==> src/rtl/besp_pkg.sv <==
// Shared constants, codes and types of the big-endian scratchpad port.
`default_nettype none

package besp_pkg;

  // Default size of each of the two memories, in bytes
  localparam int MEM_BYTES_DEF    = 4096;
  // Widest access; wider requests saturate to this
  localparam int MAX_ACCESS_BYTES = 8;

  // Byte banks; an access of up to eight bytes touches each bank at most once
  localparam int NUM_BANKS = 8;
  localparam int LANE_W    = 3;
  localparam int BYTE_W    = 8;

  // Payload field widths
  localparam int CMD_W   = 2;
  localparam int ADDR_W  = 13;
  localparam int SIZE_W  = 4;
  localparam int DATA_W  = 64;

  typedef enum logic [CMD_W-1:0] {
    CMD_HOST_READ  = 2'd0,
    CMD_HOST_WRITE = 2'd1,
    CMD_COP_READ   = 2'd2,
    CMD_COP_WRITE  = 2'd3
  } cmd_t;

  // What the read assembly needs to know about an issued access
  typedef struct packed {
    logic [LANE_W-1:0] lane;   // bank of the first (most significant) byte
    logic [SIZE_W-1:0] size;   // saturated access width in bytes
    logic              write;  // access was a write: result is zero
  } rd_meta_t;

  // Saturate a byte count to a limit
  function automatic logic [SIZE_W-1:0] clamp_size(input logic [SIZE_W-1:0] value,
                                                   input logic [SIZE_W-1:0] limit);
    clamp_size = (value > limit) ? limit : value;
  endfunction

endpackage

`default_nettype wire

==> src/rtl/besp_read_align.sv <==
// Read assembly: gather bank bytes into a right-aligned big-endian value.
`default_nettype none

module besp_read_align
  import besp_pkg::*;
(
  input  wire rd_meta_t          meta,
  input  wire logic [BYTE_W-1:0] bank_rdata [NUM_BANKS],
  output logic [DATA_W-1:0]      value
);

  // Result byte p (from the bottom) is access byte size-1-p
  always_comb begin
    logic [SIZE_W-1:0] k;
    logic [LANE_W-1:0] bank;
    value = '0;
    for (int p = 0; p < NUM_BANKS; p++) begin
      k    = meta.size - SIZE_W'(p) - SIZE_W'(1);
      bank = meta.lane + k[LANE_W-1:0];
      if (!meta.write && (SIZE_W'(p) < meta.size)) begin
        value[BYTE_W*p +: BYTE_W] = bank_rdata[bank];
      end
    end
  end

endmodule

`default_nettype wire

==> config.mk <==
export PLATFORM = sky130hd
export DESIGN_NAME = besp_read_align
export DESIGN_NICKNAME = d
export VERILOG_FILES = /design/src/rtl/besp_pkg.sv /design/src/rtl/besp_read_align.sv
export SDC_FILE = /design/constraint.sdc
export NUM_CORES = 1
export LEC_CHECK = 0
export ABC_CLOCK_PERIOD_IN_PS = 7500
export BUFFER_PORTS_ARGS = -buffer_cell sky130_fd_sc_hd__buf_4
export CAP_MARGIN = 10
export CORE_UTILIZATION = 34
export DETAILED_ROUTE_END_ITERATION = 12
export PLACE_DENSITY = 0.54
export SETUP_SLACK_MARGIN = 0.2
export SLEW_MARGIN = 30
export SYNTH_ARGS = -nofsm -noshare
export SYNTH_HDL_FRONTEND = slang
export SYNTH_SLANG_ARGS = --single-unit
==> constraint.sdc <==
create_clock -name vclk -period 7.5
set_clock_uncertainty 0.2 [all_clocks]
set_input_delay 0.375 -clock vclk [all_inputs]
set_output_delay 0.375 -clock vclk [all_outputs]
set_load 0.05 [all_outputs]
==> results_dict.tcl <==
set metrics [dict create \
    maximum_number_of_pins_on_one_net_before_global_route_repair 83 \
    gpl.final_weighted_congestion 0.851 \
    finalCoreUtilization_pct 43.6 \
    setup.worst_path.start_class "input pin" \
    antenna_found_initial 0 \
    cellPowerDensity_nw_per_um2 167 \
    combinational_family_with_the_most_area_after_synthesis "multiplexers" \
    cap_violations 0 \
    crit_top_cell "sky130_fd_sc_hd__buf_4" \
    design.final.nets 555 \
    mostFrequentLayoutCells "sky130_fd_sc_hd__buf_4 (140), sky130_fd_sc_hd__mux4_2 (96), sky130_fd_sc_hd__nand3_1 (64), sky130_fd_sc_hd__mux2i_1 (64), sky130_fd_sc_hd__nand2_1 (18)" \
    outcome "finished clean" \
    number_of_flip_flops_and_latches 0 \
    hold_path.class "input pin to output pin" \
    drv_slew 0 \
    synth_compound_gate_area_share_pct 3.41 \
    post_synth_instance_area_sq_um 4250 \
    grt_pass1_vias 3886 \
    post_cts.resized_instances 0 \
    postSynthCellCount 371 \
    switchingPower_mw 0.522 \
    area.growth.synth_to_final_pct 24.4 \
    initialDrtViolationCount 474 \
    design.portCount 136 \
    static-leakage-power_nw 2.22 \
    post_cts.repair.setup_buffers 0 \
    critical_path.cell_chain "buf_4 > inv_1 > ha_4 > buf_4 > mux4_2 > mux2i_1 > nor2_1 > buf_4" \
    power_report.internal_total_mw 0.359 \
    grt_first_pass_wirelength_microns 23200 \
    route.detailed.vias_per_inst 6.25 \
    p_comb_share_pct 100.0 \
    final.min_clock_period_ps 3820 \
    max_slew.worst_pin.slew_ps 881 \
    detailedRoute.firstPassIterationCount 6 \
    starting_density_pct 35.1 \
    post_synth.cell_area_avg_sq_um 11.5 \
    max-slew-margin-rel_pct 41.3 \
    yosys.area_share.adder_pct 5.83 \
    gr-usage-all-layers_pct 23.5 \
    synth.distinct_cells 29 \
    ys.warnings.count 0 \
    synth.area.mux_share_pct 65.9 \
    drive_above_1_share_pct 54.2 \
    power.switching_fraction_pct 59.3 \
    die_area_sq_um 13000 \
    place_hpwl_microns 11500 \
    grt_setup_unrepaired "false" \
    io_buffer_count 136 \
    synth_fp_nets 461 \
    clock_buffer_instance_count_of_the_final_layout 0 \
    row_count 40 \
    power_frac_clock_pct 0 \
    vias 3944 \
    path_class "input pin to output pin" \
    sequential_power_share_pct 0 \
    critical_path.slowest_cell "sky130_fd_sc_hd__buf_4" \
    setup_tns_ps 0 \
    layout.cells.most_common "sky130_fd_sc_hd__buf_4" \
    placeableCoreArea_sq_um 12100 \
    final_setup_viols 0 \
    drt_drc_violations_left 0 \
    final-seq-area_sq_um 0 \
    synth-xor-area-share_pct 6.83 \
    routed_wire_length_per_instance_microns 24.3 \
    globalRoute.totalOverflow 0 \
    final.period_utilization_pct 50.9 \
    detail-route-antenna-nets 0 \
    critPathMaxStageDelay_ps 810 \
    n_antenna_cell 0 \
    worstPathRequired_ps 6920 \
    fp.dieW_microns 114 \
    hold_viol 0 \
    maxClockFrequency_mhz 262 \
    arrival_ps 3250 \
    crit_path_end_kind "output pin" \
    ys_seq_area_share_pct 0 \
    die_h_microns 114 \
    crit_path_max_fanout 55 \
    vdd.ir_drop.worst_mv 0.0642 \
    hold_buf_count_cts 0 \
    drt-total-wl_microns 15300 \
    simple_gate_share_of_the_synthesized_area_pct 11.2 \
]
[through the flow]
stage	std cells	hold WS (ps)	power (mW)	instance area, sq um	setup WS, ps
6_report	631	1230	0.881	5290	3680
5_1_grt	631	1270	0.926	5290	3400
4_1_cts	631	1220	0.881	5290	3630
3_5_place_dp	631	1220	0.877	5290	3640
3_3_place_gp	631	1220	0.873	5280	3680
2_1_floorplan	371	998	0.642	4250	3900
[power by group through the flow]
stage / sequential [mW] / combinational [mW] / clock (mW)
6_report: 0 / 0.881 / 0
5_1_grt: 0 / 0.926 / 0
4_1_cts: 0 / 0.881 / 0
3_5_place_dp: 0 / 0.877 / 0
3_3_place_gp: 0 / 0.873 / 0
2_1_floorplan: 0 / 0.642 / 0
[logic make-up after synthesis]
logic type | Yosys count
multiplexers | 160
AND/OR/NAND/NOR | 102
XOR/XNOR | 13
buffers and inverters | 59
adder cells (fa/ha/maj) | 18
AO/OA/AOI/OAI | 19
[final timing paths]
kind	start	endpoint	slack, ps	depth (start not counted)
min	meta[0]	value[29]	1230	5
max	meta[1]	value[53]	3680	8
[routing by layer]
layer | global-route usage, % | vias up | share of wire [%]
li1 | - | 1703 | -
met1 | 36.6 | 1977 | 44
met2 | 36.6 | 256 | 46
met3 | 3.19 | 8 | 9.8
met4 | 1.13 | 0 | 0.49
met5 | 0 | - | 0
[layout make-up]
cell class	count	area [sq um]
fillers	1165	6830
multi-input cells	312	3980
repair buffers	140	1050
well taps	168	210
inverters	11	41.3
[critical path: cells and delay by family]
family / cells / cell delay (ps)
buf+inv: 4 / 1210
mux: 2 / 840
fa+ha+maj: 1 / 720
simple gates: 1 / 60
[cell usage after synthesis]
cell | count | area share [%]
sky130_fd_sc_hd__a21o_1 | 2 | 0.35
sky130_fd_sc_hd__buf_1 | 6 | 0.53
sky130_fd_sc_hd__buf_2 | 17 | 2.0
sky130_fd_sc_hd__buf_4 | 2 | 0.35
sky130_fd_sc_hd__buf_6 | 5 | 1.3
sky130_fd_sc_hd__clkbuf_1 | 17 | 1.5
sky130_fd_sc_hd__clkbuf_2 | 1 | 0.12
sky130_fd_sc_hd__fa_1 | 3 | 1.4
sky130_fd_sc_hd__ha_1 | 15 | 4.4
sky130_fd_sc_hd__inv_1 | 10 | 0.88
sky130_fd_sc_hd__inv_2 | 1 | 0.088
sky130_fd_sc_hd__mux2i_1 | 64 | 15
sky130_fd_sc_hd__mux4_2 | 96 | 51
sky130_fd_sc_hd__nand2_1 | 18 | 1.6
sky130_fd_sc_hd__nand3_1 | 64 | 7.5
sky130_fd_sc_hd__nor2_1 | 16 | 1.4
sky130_fd_sc_hd__nor2b_1 | 1 | 0.15
sky130_fd_sc_hd__o211ai_1 | 16 | 2.8
sky130_fd_sc_hd__o21ba_2 | 1 | 0.24
sky130_fd_sc_hd__or3_1 | 2 | 0.29
sky130_fd_sc_hd__or3b_2 | 1 | 0.21
sky130_fd_sc_hd__xnor2_1 | 1 | 0.21
sky130_fd_sc_hd__xnor2_4 | 1 | 0.65
sky130_fd_sc_hd__xnor3_1 | 2 | 1.1
sky130_fd_sc_hd__xnor3_2 | 2 | 1.1
sky130_fd_sc_hd__xnor3_4 | 1 | 0.62
sky130_fd_sc_hd__xor2_1 | 1 | 0.21
sky130_fd_sc_hd__xor2_2 | 1 | 0.38
sky130_fd_sc_hd__xor2_4 | 4 | 2.6
(Power assumes the default switching activity.)
