**src/rtl/besp_pkg.sv**
```systemverilog
// Shared constants, codes and types of the big-endian scratchpad port.
`default_nettype none

package besp_pkg;

  // Default size of each of the two memories, in bytes
  localparam int MEM_BYTES_DEF    = 4096;
  // Widest access; wider requests saturate to this
  localparam int MAX_ACCESS_BYTES = 8;

  // Byte banks; an access of up to eight bytes touches each bank at most once
  localparam int NUM_BANKS = 8;
  localparam int LANE_W    = 3;
  localparam int BYTE_W    = 8;

  // Payload field widths
  localparam int CMD_W   = 2;
  localparam int ADDR_W  = 13;
  localparam int SIZE_W  = 4;
  localparam int DATA_W  = 64;

  typedef enum logic [CMD_W-1:0] {
    CMD_HOST_READ  = 2'd0,
    CMD_HOST_WRITE = 2'd1,
    CMD_COP_READ   = 2'd2,
    CMD_COP_WRITE  = 2'd3
  } cmd_t;

  // What the read assembly needs to know about an issued access
  typedef struct packed {
    logic [LANE_W-1:0] lane;   // bank of the first (most significant) byte
    logic [SIZE_W-1:0] size;   // saturated access width in bytes
    logic              write;  // access was a write: result is zero
  } rd_meta_t;

  // Saturate a byte count to a limit
  function automatic logic [SIZE_W-1:0] clamp_size(input logic [SIZE_W-1:0] value,
                                                   input logic [SIZE_W-1:0] limit);
    clamp_size = (value > limit) ? limit : value;
  endfunction

endpackage

`default_nettype wire

```
**src/rtl/besp_lane_map.sv**
```systemverilog
// Request decode: memory select, wrapping bank rows and byte-lane write steering.
`default_nettype none

module besp_lane_map
  import besp_pkg::*;
#(
  parameter int MEM_BYTES = MEM_BYTES_DEF
) (
  input  wire logic [CMD_W-1:0]  command,
  input  wire logic [ADDR_W-1:0] address,
  input  wire logic [SIZE_W-1:0] access_bytes,
  input  wire logic [SIZE_W-1:0] write_count,
  input  wire logic [DATA_W-1:0] write_data,
  output logic [$clog2(MEM_BYTES)-LANE_W:0] bank_addr [NUM_BANKS],
  output logic [NUM_BANKS-1:0]              bank_we,
  output logic [BYTE_W-1:0]                 bank_wdata [NUM_BANKS],
  output logic                              is_write,
  output rd_meta_t                          meta
);

  localparam int OFS_W = $clog2(MEM_BYTES);
  localparam int ROW_W = OFS_W - LANE_W;

  logic [OFS_W-1:0]  ofs;
  logic              sel_bit;
  logic              host;
  logic              sel;
  logic [LANE_W-1:0] lane;
  logic [ROW_W-1:0]  row;
  logic [SIZE_W-1:0] size;
  logic [SIZE_W-1:0] count;

  // Byte offset inside one memory, and the bit above it that picks the memory
  if (OFS_W < ADDR_W) begin : g_split
    assign ofs     = address[OFS_W-1:0];
    assign sel_bit = address[OFS_W];
  end else begin : g_wide
    assign ofs     = OFS_W'(address);
    assign sel_bit = 1'b0;
  end

  // Decode the command
  always_comb begin
    unique case (cmd_t'(command))
      CMD_HOST_READ: begin
        host     = 1'b1;
        is_write = 1'b0;
      end
      CMD_HOST_WRITE: begin
        host     = 1'b1;
        is_write = 1'b1;
      end
      CMD_COP_READ: begin
        host     = 1'b0;
        is_write = 1'b0;
      end
      CMD_COP_WRITE: begin
        host     = 1'b0;
        is_write = 1'b1;
      end
      default: begin
        host     = 1'b0;
        is_write = 1'b0;
      end
    endcase
  end

  // Coprocessor accesses always go to data memory
  assign sel   = host & sel_bit;
  assign lane  = ofs[LANE_W-1:0];
  assign row   = ofs[OFS_W-1:LANE_W];
  assign size  = clamp_size(access_bytes, SIZE_W'(MAX_ACCESS_BYTES));
  assign count = clamp_size(write_count, size);

  assign meta.lane  = lane;
  assign meta.size  = size;
  assign meta.write = is_write;

  // Per bank: row of the byte it holds, and which operand byte goes there
  always_comb begin
    logic [LANE_W-1:0] idx;
    logic [SIZE_W-1:0] shift;
    for (int b = 0; b < NUM_BANKS; b++) begin
      idx   = LANE_W'(b) - lane;
      shift = size - SIZE_W'(idx) - SIZE_W'(1);
      // Banks below the first lane hold bytes of the next row, wrapping at the end
      bank_addr[b]  = {sel, row + ROW_W'(LANE_W'(b) < lane)};
      bank_we[b]    = is_write && (SIZE_W'(idx) < count);
      bank_wdata[b] = write_data[BYTE_W*shift[LANE_W-1:0] +: BYTE_W];
    end
  end

endmodule

`default_nettype wire

```
**config.mk**
```make
export PLATFORM = sky130hd
export DESIGN_NAME = besp_lane_map
export DESIGN_NICKNAME = d
export VERILOG_FILES = /design/src/rtl/besp_pkg.sv /design/src/rtl/besp_lane_map.sv
export SDC_FILE = /design/constraint.sdc
export NUM_CORES = 1
export LEC_CHECK = 0
export ABC_AREA = 1
export CELL_PAD_IN_SITES_DETAIL_PLACEMENT = 2
export CELL_PAD_IN_SITES_GLOBAL_PLACEMENT = 2
export CORE_MARGIN = 8
export CORE_UTILIZATION = 30
export DETAILED_ROUTE_END_ITERATION = 12
export DONT_BUFFER_PORTS = 1
export GPL_TIMING_DRIVEN = 0
export PLACE_DENSITY = 0.95
export SYNTH_ARGS = -nofsm -noshare
export SYNTH_HDL_FRONTEND = slang
export SYNTH_SLANG_ARGS = --single-unit
```
**constraint.sdc**
```tcl
create_clock -name vclk -period 2.7
set_input_delay 0.27 -clock vclk [all_inputs]
set_output_delay 0.27 -clock vclk [all_outputs]
set_load 0.05 [all_outputs]
```
==> impl_metrics.toml, run 1 <==
[synth]
syn_nets = 955
synthXorXnorAreaFrac_pct = 12.8
synth_area_leaders = "nand2_1 (14%), nor2_1 (12%), inv_1 (12%)"
ys_warn_count = 0
syn_avg_cell_area_sq_um = 5.19
netlist_area_sq_mm = 0.00428
synth_top_family_by_area = "simple AND/OR/NAND/NOR gates"
synth_top_area_cell = "nand2_1"
synthAdderAreaFrac_pct = 13.4
synthMuxAreaShare_pct = 0
synth.most_common_cell = "nand2_1"
synth_commonest_cells = "nand2_1 (162), nor2_1 (140), inv_1 (137), a21oi_1 (97), o21ai_0 (85)"
yosysUniqueCellTypes = 25
synthesis.instances = 825
synthSimpleGateAreaFrac_pct = 28.3
synth_compound_area_share_pct = 24.1
ys_seq_area_share_pct = 0
synth_top_area_share_pct = 14.2

[outcome]
outcome = "did not finish"
haltStage = "global routing"
error_line = "[ERROR DPL-0033] detailed placement checks failed during check placement."

[cts]
cts_hold_buf = 0

[sta]
worstEpCategory = "output port"
crit_endpoint = "bank_we[3]"

[floorplanning]
ios = 248
die_y_um = 135
die_w_um = 135
rows = 43
start_util_pct = 30.7

[placed_design]
port_buffers = 0
dpl.hpwl_um = 19600
place_congestion = 0.850
pre_cts_slack_ns = -0.507

[global_routing]
antenna_found_initial = 3
grt_max_degree = 11
logic make-up after synthesis:
| group | count (synthesis) |
|---|---|
| AND/OR/NAND/NOR | 316 |
| adder cells (fa/ha/maj) | 43 |
| buffers and inverters | 209 |
| XOR/XNOR | 59 |
| AO/OA/AOI/OAI | 198 |
metrics by stage:
step / utilization, % / hold slack (ns) / instances / instance area [sq um]
after floorplan: - / 0.707 / 825 / 5130
after global placement: 38.4 / 0.709 / 1005 / 5360
after detailed placement: 38.4 / 0.709 / 1005 / 5360
after CTS: 48.2 / 0.709 / 1050 / 6720
timing repair:
| action | 4_1_cts |
|---|---|
| endpoints found under the hold margin | 0 |
| cloned | 15 |
| buffers inserted | 34 |
| setup endpoints to repair | 72 |
| pin swaps | 85 |
| resized for setup | 253 |
==> run 2: changes to the inputs <==
- CELL_PAD_IN_SITES_DETAIL_PLACEMENT: 2 -> not set
- CELL_PAD_IN_SITES_GLOBAL_PLACEMENT: 2 -> not set
- CORE_UTILIZATION: 30 -> 40
- PLACE_DENSITY: 0.95 -> not set
- PLACE_DENSITY_LB_ADDON: not set -> 0.15
==> impl_metrics.toml, run 2 <==
[critical_path]
setup.worst_path.end_class = "output pin"
cp_max_fo = 6
cp.arrival_ns = 2.51
cp.required_ns = 2.43
crit_type = "in2out"
startpoint_type = "primary input"

[placed_design]
dp_cells = 961
port_buffers = 0
dpl_cell_area_sq_mm = 0.00530
pre_cts_slack_ns = -0.422
place_congestion = 0.948
dpl.hpwl_um = 15600

[synth]
netlist_area_sq_mm = 0.00428
syn_nets = 955
syn_avg_cell_area_sq_um = 5.19
synth.most_common_cell = "nand2_1"
synth_compound_area_share_pct = 24.1
synth_commonest_cells = "nand2_1 (162), nor2_1 (140), inv_1 (137), a21oi_1 (97), o21ai_0 (85)"
synthAdderAreaFrac_pct = 13.4
ys_seq_area_share_pct = 0
yosysUniqueCellTypes = 25
synth_top_area_cell = "nand2_1"
synth_top_area_share_pct = 14.2
synthXorXnorAreaFrac_pct = 12.8
synthesis.instances = 825
synth_area_leaders = "nand2_1 (14%), nor2_1 (12%), inv_1 (12%)"
synthMuxAreaShare_pct = 0
synth_top_family_by_area = "simple AND/OR/NAND/NOR gates"
ys_warn_count = 0
synthSimpleGateAreaFrac_pct = 28.3

[final_layout]
fillCellCount = 891
syn2layout_area_growth_pct = 61.0
layout-drive-gt1-share_pct = 41.3
n_clock_buffer = 0
num-nets-final = 1002
final_common_cell = "nand2_1"
diodes = 0
seq_area_sq_um = 0
stdcell_count = 1006
design_area_sq_mm = 0.00689
mostFrequentLayoutCells = "nand2_1 (133), inv_1 (117), nor2_1 (93), buf_4 (44), xor2_1 (44)"
fin_util_pct = 66.5
flops_and_latches = 0

[run]
drv_cap = 0

[drt]
ant_nets = 0
drt-vias-per-instance = 5.40
drc_errors = 0
post_drt_wl_per_cell_um = 20.6
dr.pass1.iters = 5
initialDrtViolationCount = 397
dr_total_vias = 5435
wirelength_um = 20700

[cts]
cts_hold_buf = 0

[outcome]
outcome = "finished with violations"
violations = "setup timing"

[worst_hold_path]
hold_path_class = "in2out"
min-delay-start = "address[6]"
whs_endpoint = "bank_addr[3]"
hold_depth = 1

[sta]
max-slew-margin-rel_pct = 24.5
max_freq_mhz = 360
fin_crit_ns = 2.78
fin_crit_sh_pct = 103
rsz0062_at_grt = "yes"
setup_violations = 41
tightest_slew_ns = 1.13
hold_viol = 0
holdWs_ns = 0.709
final_max_slew_viol_count = 0
fin_setup_tns_ns = -1.83
finalWorstSetupSlack_ns = -0.0795

[floorplanning]
rows = 37
dieArea_sq_mm = 0.0143
start_util_pct = 41.3
ios = 248
core_sq_mm = 0.0104
die_w_um = 119
die_y_um = 119

[global_routing]
antenna_found_initial = 0
grt_max_degree = 11
gr-total-overflow = 0
grt_pass1_wl_um = 28800
grt_pass1_vias = 5213
track_usage_pct = 24.3

[pwr]
ir_drop_v = 0.000621
finalPower_mw = 4.63
p_per_area_mw_per_mm2 = 672
power.leakage_nw = 3.15
[run 2: cell counts after synthesis]
No cell type changed its count.
[run 2: how the worst max path moves through the flow]
stage / slack [ns] / endpoint / from / cells after the start
after floorplan: 0.002 / bank_we[5] / access_bytes[3] / 14
after global placement: -0.40 / bank_wdata[21] / access_bytes[3] / 11
after detailed placement: -0.42 / bank_wdata[21] / access_bytes[3] / 11
after CTS: -0.11 / bank_we[7] / access_bytes[3] / 18
after global routing: -0.23 / bank_we[7] / access_bytes[3] / 18
final: -0.08 / bank_we[4] / access_bytes[3] / 18
[run 2: final cells by class]
cell class	count	area (sq um)	share of cell area (%)
multi-input combinational	617	4970	72.2
buffer	65	643	9.33
inverter	144	573	8.31
timing repair buffer	44	533	7.73
tap	136	170	2.47
[run 2: what timing repair did]
item / 4_1_cts / 5_1_grt
setup buffers: 18 / 15
setup endpoints to repair: 72 / 74
cloned: 5 / 8
hold endpoints to repair: 0 / 0
pin swaps: 60 / 76
gates resized for setup: 127 / 202
[run 2: layer usage]
layer	track usage, %	wire length (um)	vias to the layer above	part of all wire (%)
li1	-	-	2608	-
met1	28.7	7940	2526	38
met2	44.1	10700	264	51
met3	5.72	1560	37	7.5
met4	4.22	531	0	2.6
met5	0	0	-	0
[run 2: where the power goes]
part	total [mW]	switching (mW)	internal, mW
clock	0	0	0
sequential	0	0	0
combinational	4.63	3.31	1.32
[run 2: cell families after synthesis]
kind of cell | Yosys count
simple gates | 316
buf+inv | 209
compound gates | 198
xor+xnor | 59
fa+ha+maj | 43
[run 2: worst max-delay path, stage by stage]
cell and delay (ns):
inv_16 0.02, nand2_8 0.05, clkinvlp_4 0.36, ha_4 0.32
inv_2 0.04, nand2_1 0.04, nand2_1 0.05, nand2_1 0.06
nand2_2 0.13, nand2_8 0.10, nor2_4 0.17, a21oi_4 0.09
ha_1 0.30, inv_1 0.05, nor2_1 0.03, nand2_1 0.07
nand2_2 0.07, nor2_4 0.29
No activity file was read; power rests on OpenSTA's default activity.
